===== config.mk =====
export PLATFORM = sky130hd
export DESIGN_NAME = sbus_frame_parser_core
export DESIGN_NICKNAME = d
export VERILOG_FILES = /design/src/sbfp_pkg.sv /design/src/sbfp_step.sv /design/src/sbus_frame_parser_core.sv
export SDC_FILE = /design/constraint.sdc
export NUM_CORES = 1
export LEC_CHECK = 0
export ABC_AREA = 1
export BUFFER_PORTS_ARGS = -buffer_cell sky130_fd_sc_hd__buf_4
export CAP_MARGIN = 5
export CORE_ASPECT_RATIO = 1.75
export CORE_MARGIN = 8
export CORE_UTILIZATION = 58
export DETAILED_ROUTE_END_ITERATION = 8
export PLACE_DENSITY = 0.87
export SLEW_MARGIN = 20
export SYNTH_ARGS = -nofsm -noshare
export SYNTH_HDL_FRONTEND = slang
export SYNTH_SLANG_ARGS = --single-unit

===== constraint.sdc =====
create_clock -name clk -period 5.05 [get_ports clk]
set_clock_uncertainty 0.1 [all_clocks]
set_input_delay 0 -clock clk [delete_from_list [all_inputs] [get_ports clk]]
set_output_delay 0 -clock clk [all_outputs]
set_load 0.02 [all_outputs]

===== src/sbfp_pkg.sv =====
// Shared types and constants for the serial-bus frame parser.
`timescale 1ns / 1ps
`default_nettype none

package sbfp_pkg;

	typedef enum logic [2:0] {
		PH_HUNT = 3'b001,
		PH_DATA = 3'b010,
		PH_END  = 3'b100
	} phase_t;

	localparam logic [1:0] RT_CHAN  = 2'd0;
	localparam logic [1:0] RT_FLAGS = 2'd1;
	localparam logic [1:0] RT_GOOD  = 2'd2;
	localparam logic [1:0] RT_ERROR = 2'd3;

	localparam logic CFG_START_MARKER = 1'b0;
	localparam logic CFG_END_MARKER   = 1'b1;

	localparam logic [7:0] START_MARKER_RST = 8'hF0;
	localparam logic [7:0] END_MARKER_RST   = 8'h00;

	localparam logic [4:0] DATA_BYTES = 5'd22;
	localparam logic [4:0] CH_BITS    = 5'd11;

	typedef struct packed {
		phase_t     phase;
		logic [4:0] byte_count;
		logic [9:0] pend_bits;
		logic [3:0] pend_count;
		logic [3:0] next_chan;
	} parse_state_t;

	typedef struct packed {
		logic        valid;
		logic [1:0]  rtype;
		logic [3:0]  idx;
		logic [10:0] value;
		logic [1:0]  flags;
	} result_t;

endpackage

`default_nettype wire


===== src/sbfp_step.sv =====
// Per-byte parse step: next state and optional result for one received byte.
`timescale 1ns / 1ps
`default_nettype none

module sbfp_step (
	input  var sbfp_pkg::parse_state_t cur,
	input  wire logic [7:0]            data_byte,
	input  wire logic [7:0]            start_marker,
	input  wire logic [7:0]            end_marker,
	output var sbfp_pkg::parse_state_t nxt,
	output var sbfp_pkg::result_t      res
);
	import sbfp_pkg::*;

	logic [22:0] acc;
	logic [4:0]  cnt;
	logic [4:0]  cnt_left;

	assign acc      = {13'd0, cur.pend_bits} | ({15'd0, data_byte} << cur.pend_count);
	assign cnt      = {1'b0, cur.pend_count} + 5'd8;
	assign cnt_left = cnt - CH_BITS;

	always_comb begin
		nxt = cur;
		res = '0;
		case (cur.phase)
			PH_DATA: begin
				nxt.byte_count = cur.byte_count + 5'd1;
				if (cur.byte_count < DATA_BYTES) begin
					if (cnt >= CH_BITS) begin
						res.valid      = 1'b1;
						res.rtype      = RT_CHAN;
						res.idx        = cur.next_chan;
						res.value      = acc[10:0];
						nxt.pend_bits  = acc[20:11];
						nxt.pend_count = cnt_left[3:0];
						nxt.next_chan  = cur.next_chan + 4'd1;
					end else begin
						nxt.pend_bits  = acc[9:0];
						nxt.pend_count = cnt[3:0];
					end
				end else begin
					// flags byte
					nxt.phase = PH_END;
					res.valid = 1'b1;
					res.rtype = RT_FLAGS;
					res.flags = {data_byte[6], data_byte[7]};
				end
			end
			PH_END: begin
				nxt.phase = PH_HUNT;
				res.valid = 1'b1;
				res.rtype = (data_byte == end_marker) ? RT_GOOD : RT_ERROR;
			end
			default: begin
				nxt.phase = PH_HUNT;
				if (data_byte == start_marker) begin
					nxt.phase      = PH_DATA;
					nxt.byte_count = '0;
					nxt.pend_bits  = '0;
					nxt.pend_count = '0;
					nxt.next_chan  = '0;
				end
			end
		endcase
	end

endmodule

`default_nettype wire


===== src/sbus_frame_parser_core.sv =====
// Top level of the serial-bus frame parser: input stage, parse state, result register.
//
// Channel  Dir  Beat contents
// s_*      in   tdata[7:0] data_byte
// m_*      out  tuser[1:0] result_type; tdata: channel_index, channel_value, digital_flags
// cfg_*    in   index 0 start_marker, index 1 end_marker, data[7:0]
//
// One byte per cycle sustained while m_tready keeps results moving; an accepted byte is
// registered in the input stage, and its result in the result register, which drives m_tvalid.
// Parse state and both stages are cleared by arst_n; markers reset to F0 and 00.
// A stalled result holds the input stage and the parse state; s_tready stays high while the
// input stage is empty or moving on.
`timescale 1ns / 1ps
`default_nettype none

module sbus_frame_parser_core (
	input  wire logic        clk,
	input  wire logic        arst_n,
	input  wire logic        s_tvalid,
	output var  logic        s_tready,
	input  wire logic [7:0]  s_tdata,   // [7:0] data_byte
	output var  logic        m_tvalid,
	input  wire logic        m_tready,
	output var  logic [23:0] m_tdata,   // [3:0] channel_index, [14:4] channel_value,
	                                    // [16:15] digital_flags, [23:17] zero
	output var  logic [1:0]  m_tuser,   // [1:0] result_type
	input  wire logic        cfg_wr_en,
	input  wire logic        cfg_index,
	input  wire logic [7:0]  cfg_data
);
	import sbfp_pkg::*;

	logic [7:0]   start_marker_q;
	logic [7:0]   end_marker_q;
	logic         valid_s1;
	logic [7:0]   byte_s1;
	parse_state_t state_q;
	parse_state_t state_nxt;
	result_t      res_nxt;
	result_t      res_q;
	logic         advance;

	assign advance  = valid_s1 && (!res_q.valid || m_tready);
	assign s_tready = !valid_s1 || advance;

	always_ff @(posedge clk or negedge arst_n) begin
		if (!arst_n) begin
			start_marker_q <= START_MARKER_RST;
			end_marker_q   <= END_MARKER_RST;
		end else if (cfg_wr_en) begin
			case (cfg_index)
				CFG_START_MARKER: start_marker_q <= cfg_data;
				CFG_END_MARKER:   end_marker_q   <= cfg_data;
				default:          ;
			endcase
		end
	end

	always_ff @(posedge clk or negedge arst_n) begin
		if (!arst_n) begin
			valid_s1 <= 1'b0;
		end else if (s_tready) begin
			valid_s1 <= s_tvalid;
		end
	end

	always_ff @(posedge clk) begin
		if (s_tready && s_tvalid) begin
			byte_s1 <= s_tdata;
		end
	end

	sbfp_step u_step (
		.cur          (state_q),
		.data_byte    (byte_s1),
		.start_marker (start_marker_q),
		.end_marker   (end_marker_q),
		.nxt          (state_nxt),
		.res          (res_nxt)
	);

	always_ff @(posedge clk or negedge arst_n) begin
		if (!arst_n) begin
			state_q.phase      <= PH_HUNT;
			state_q.byte_count <= '0;
			state_q.pend_bits  <= '0;
			state_q.pend_count <= '0;
			state_q.next_chan  <= '0;
			res_q              <= '0;
		end else begin
			if (advance) begin
				state_q <= state_nxt;
				res_q   <= res_nxt;
			end else if (m_tready) begin
				res_q.valid <= 1'b0;
			end
		end
	end

	assign m_tvalid = res_q.valid;
	assign m_tuser  = res_q.rtype;
	assign m_tdata  = {7'd0, res_q.flags, res_q.value, res_q.idx};

	// after the last data byte all sixteen channels are out and no bits remain
	a_frame_drained: assert property (@(posedge clk) disable iff (!arst_n)
		(advance && state_q.phase == PH_DATA && state_q.byte_count == DATA_BYTES)
		|-> (state_q.next_chan == 4'd0 && state_q.pend_count == 4'd0))
		else $error("channels or bits left over at flags byte");

	a_end_to_hunt: assert property (@(posedge clk) disable iff (!arst_n)
		(advance && state_q.phase == PH_END) |=> state_q.phase == PH_HUNT)
		else $error("closing byte did not return to hunting");

	a_end_from_data: assert property (@(posedge clk) disable iff (!arst_n)
		(state_q.phase == PH_END)
		|-> ($past(state_q.phase) == PH_DATA || $past(state_q.phase) == PH_END))
		else $error("end phase entered without data phase");

endmodule

`default_nettype wire

# Yosys cells after proc, flatten, opt, wreduce, memory -nomap -nowiden
# Cells that the tools add are included.
# classes
order_cmp	2
n_mux	16
add_sub_neg	4
bitwise_logic	3
n_reduce_logical	14
n_shift	1
eq_ne	7
# ops
op	count
$pmux 23 s2	1
$mux 18	2
$mux 25	1
$or 10x21->21	1
$shl 8x4->21	1
$mux 17	1
$eq 8x8->1	2
$mux 15	1
$mux 14	1
$pmux 3 s2	2
$mux 3	2
$reduce_and 2->1	3
$add 4x4->5 const B	1
$add 5x1->5 const B	1
$ge 5x4->1 const B	1
$lt 5x5->1 const B	1
$reduce_and 5->1	1
$add 4x1->4 const B	1
$mux 4	1
$ne 2x1->1 const B	2
$reduce_and 4->1	1
$reduce_bool 2->1	2
$sub 4x4->4 const B	1
$eq 3x2->1 const B	1
9 further kinds	15
# word_totals
input_bits	22
register_bits	71
output_inout_bits	28

# Longest topological paths before layout
# logic_depth
word_depth	6
ltp_mapped	11

# By module
# Synthesis repeated with hierarchy kept, for this count alone.
# unflattened
cells_unflattened	627
hier_area_um2	4564.4
# by_module_without_submodules
mod	instances	cells_per_inst	area_per_inst_um2
sbus_frame_parser_core	1	282	2791.4
sbfp_step	1	345	1773.0

# Least setup slack after synthesis
# Ideal clock, no wire load.
# synth_path
kind	register -> register
startpoint	register state_q[4] (netlist bit)
endpoint	register state_q[2] (netlist bit)
synth_period_minus_slack_ns	1.630
n_path_buf	1
t_arrival_ns	1.465
t_required_ns	4.885
path_stages_with_launch	10
path_slack_ns	3.420
path_cell_list	dfrtp_1 ha_1 nor2_1 nand2_2 buf_2 nor2_2 inv_1 nand4_2 nand2_1 nand2_1
# synth_via
elab_chain_len	4
# synth_lines
item	line_no	source
from (decl)	sbus_frame_parser_core.sv:37	parse_state_t state_q;
from (signal assigned)	sbus_frame_parser_core.sv:92	state_q <= state_nxt;
$add 4x4->5	sbfp_step.sv:20	assign cnt = {1'b0, cur.pend_count} + 5'd8;
$ge 5x4->1	sbfp_step.sv:30	if (cnt >= CH_BITS) begin
$ne 2x1->1 (no line)	-	
$reduce_and 5->1 (no line)	-	
# Every way passes these cells.
# A chain may end at the register's enable or synchronous reset.

# Worst setup path in the final report
# layout_path
startpoint	register res_q (netlist bit m_tvalid)
endpoint	register state_q[16] (netlist bit)
# layout_via
elab_chain_len	4
# layout_lines
item	line_no	source
from (decl)	sbus_frame_parser_core.sv:40	result_t res_q;
from (signal assigned)	sbus_frame_parser_core.sv:93	res_q <= res_nxt;
$logic_not 1->1	sbus_frame_parser_core.sv:43	assign advance = valid_s1 && (!res_q.valid || m_tready);
$logic_or 1x1->1	sbus_frame_parser_core.sv:43	
$logic_and 1x1->1	sbus_frame_parser_core.sv:43	
$reduce_and 4->1 (no line)	-	
# Every way passes these cells.

==> metrics.txt <==
status complete, no violations; Critical Path Sink Type flip-flop; Vias/cell about 5.4; RSZ-0062 raised after global routing no; Worst Path Arrival about 2.5 ns; share of post-route cells with drive strength above 1 approximately 15%; initial antenna violation count 0; largest family of logic cells by synthesized area simple AND/OR/NAND/NOR gates; delay-heaviest family, CP simple AND/OR/NAND/NOR gates; Max-Cap Viols 0; Yosys reg bits slightly above 70; GRT met3 Usage ~5.2%; grt met1 use between 20% and 30%; Area Growth Syn to Fin 21.4%; number of H-tree levels 3; total die area roughly 9500 um^2; pin slew with the least headroom to its limit 0.854 ns; WS Path Type flip-flop to flip-flop; count of input and output buffers 42; Gate Count Post-Synth about 480; Post-Synth Simple-Gate Area 30.1%; Netlist cell types 37; met2 usage approximately 38%; fin crit period around 2.4 ns; Antenna Diode Count 0; hold slack roughly 0.16 ns; adder-cell share of the synthesized area less than 1%; routability cong. slightly above 0.9; DRT Pass-1 Iters 5; Max Slew Vio Count 0; DR WL/cell 15.5 um; Setup Slack @ Placement around 2.7 ns; Filler Cell Count ~500; Worst VDD drop around 0.32 mV; post-DP HPWL between 6000 and 7000 um; synth top area cells dfrtp_1, nand2_1, nand3_1; total track usage 21.1%; ANT nets after route 0; Max-Slew Margin vs Limit 42.9%; PwrDens approximately 320 nW/um^2; DRT iter0 DRCs between 200 and 300; crit-path cells nand2_2 > nand2_1 > clkinv_1 > nand2_1 > nor2_4 > nand2_1 > a21oi_1 > o21ai_0 > nand2_1; syn avg cell area about 8.0 um^2; clock sink total a little over 70; fin util a little under three quarters; fin nets 560; largest net degree at the start of global routing 64; Die X 77.2 um; grt ovf 0; clk root buf clkbuf_16; Seq/Total Area, Yosys 47.9%; Routed WL 9620 um; Worst Setup Start Kind flip-flop; core area 6440 um^2; clock buffer depth 2; Async S/R FF share, synth approximately nine tenths; # IOs 50; biggest area consumer among synthesized cells dfrtp_1; most common cell in the netlist nand2_1; # setup viols final 0; global-route wire length before repair between 15,000 and 20,000 um; final worst slack 2.65 ns; Post-synth top cells nand2_1, dfrtp_1, nand3_1; slowest stage delay, CP approximately 0.62 ns; Rows 39; Yosys warning count 0; Synth top area share a little under two fifths; final hold violations 0; EDFF count, synth 8; CP Max Fanout 21; number of global-route vias before repair 3,365; ys flop type dfrtp_1; CTS clock-pin slew for the worst setup and hold paths about 0.06 ns; GR peak layer met2; clk_lat worst skew roughly 0.34 ns; mux contribution to synthesized area 0%; Most Frequent Cell on Critical Path nand2_1; post-route clock period utilization between 40% and 50%; via count 3,371; Critical Path RT a little over 5 ns; CTS tree yes; Cell Area, Synth 3810 um^2; setup TNS 0 ns; total CTS buffers 9; Hold/Removal Path Class input port to flip-flop; slowest cell on the critical path nand2_1; Worst Path Buf+Inv 1; DRC 0; post-synthesis xor/xnor area fraction 3.91%; # resized after CTS 0; Die Ht about 120 um; Leak Pwr roughly 2.4 nW; Compound-Gate Fraction of Synth Area 8.91%; starting density of the core approximately three fifths; highest clock rate about 420 MHz
-- layout make-up --
class / count / area, um^2 / area share [%]
Timing Repair Buffer: 63 / 526 / 11.4
Tap cell: 82 / 103 / 2.22
Sequential cell: 71 / 1820 / 39.4
Inverter: 47 / 180 / 3.90
Multi-Input combinational cell: 343 / 1700 / 36.8
Clock buffer: 12 / 246 / 5.33
Clock inverter: 4 / 45.0 / 0.975
-- worst paths after layout --
check | from | endpoint | slack (ns) | depth (start not counted)
hold / removal | cfg_wr_en | start_marker_q[5] | 0.16 | 4
setup reg to reg | m_tvalid | state_q[16] | 2.65 | 9
hold reg to reg | state_q[11] | state_q[11] | 0.38 | 2
max in group asynchronous | arst_n | end_marker_q[4] | 4.15 | 2
min in group asynchronous | arst_n | m_tvalid | 0.20 | 2
setup / recovery | m_tvalid | state_q[16] | 2.65 | 9
-- sequential cells by signal, indices dropped and copies added (netlist names) --
name	cells
valid_s1	1
start_marker_q	8
m_tdata	17
m_tuser	2
state_q	26
m_tvalid	1
end_marker_q	8
byte_s1	8
-- layout by cell type, fill, tap and decap left out, types with 3 or more instances in the layout --
master and instances:
nand2_1 166, dfrtp_1 58, nand3_1 56, buf_4 42, inv_1 40, o21ai_0 33
dlygate4sd3_1 21, nor2_1 18, a22o_1 10, xnor2_1 9, clkbuf_16 9, xor2_1 8
edfxtp_1 8, a21oi_1 7, conb_1 7, dfstp_2 5, nand2_2 4, clkinv_2 4
clkinv_1 3, nor3_1 3, o211ai_1 3, or2_2 3, ha_1 3
-- stage by stage --
stage | power, W | cells | cell area (um^2)
finish | 0.00147 | 622 | 4620
detailed placement | 0.000832 | 585 | 4120
floorplan | 0.000780 | 481 | 3830
global placement | 0.000827 | 585 | 4120
CTS | 0.00147 | 622 | 4620
global route | 0.00152 | 622 | 4620
-- routing by layer --
layer  vias up  part of all wire (%)
li1       1632                     -
met1      1599                    38
met2       112                    53
met3        28                   4.7
met4         0                   4.2
met5         -                     0
-- where the power goes --
group / leakage, nW / total [W] / internal [W] / switching [W]
Clock: 0.146 / 0.000625 / 0.000393 / 0.000232
Sequential: 0.885 / 0.000648 / 0.000616 / 0.0000322
Combinational: 1.37 / 0.000192 / 0.0000735 / 0.000119
-- cell families after synthesis --
kind of cell | Yosys count
compound gates | 56
xor+xnor | 17
fa+ha+maj | 3
buf+inv | 67
flops | 71
other cells | 1
simple gates | 260
-- timing repair --
action | in CTS | in global routing
hold buffers | 21 | 0
setup buffers | 0 | 0
hold endpoints to repair | 84 | 0
-- worst min-delay path: stages --
cell     delay (ns)
buf_4          0.08
nand2_1        0.28
nand2_1        0.13
o21ai_0        0.08
(Power assumes the default switching activity.)
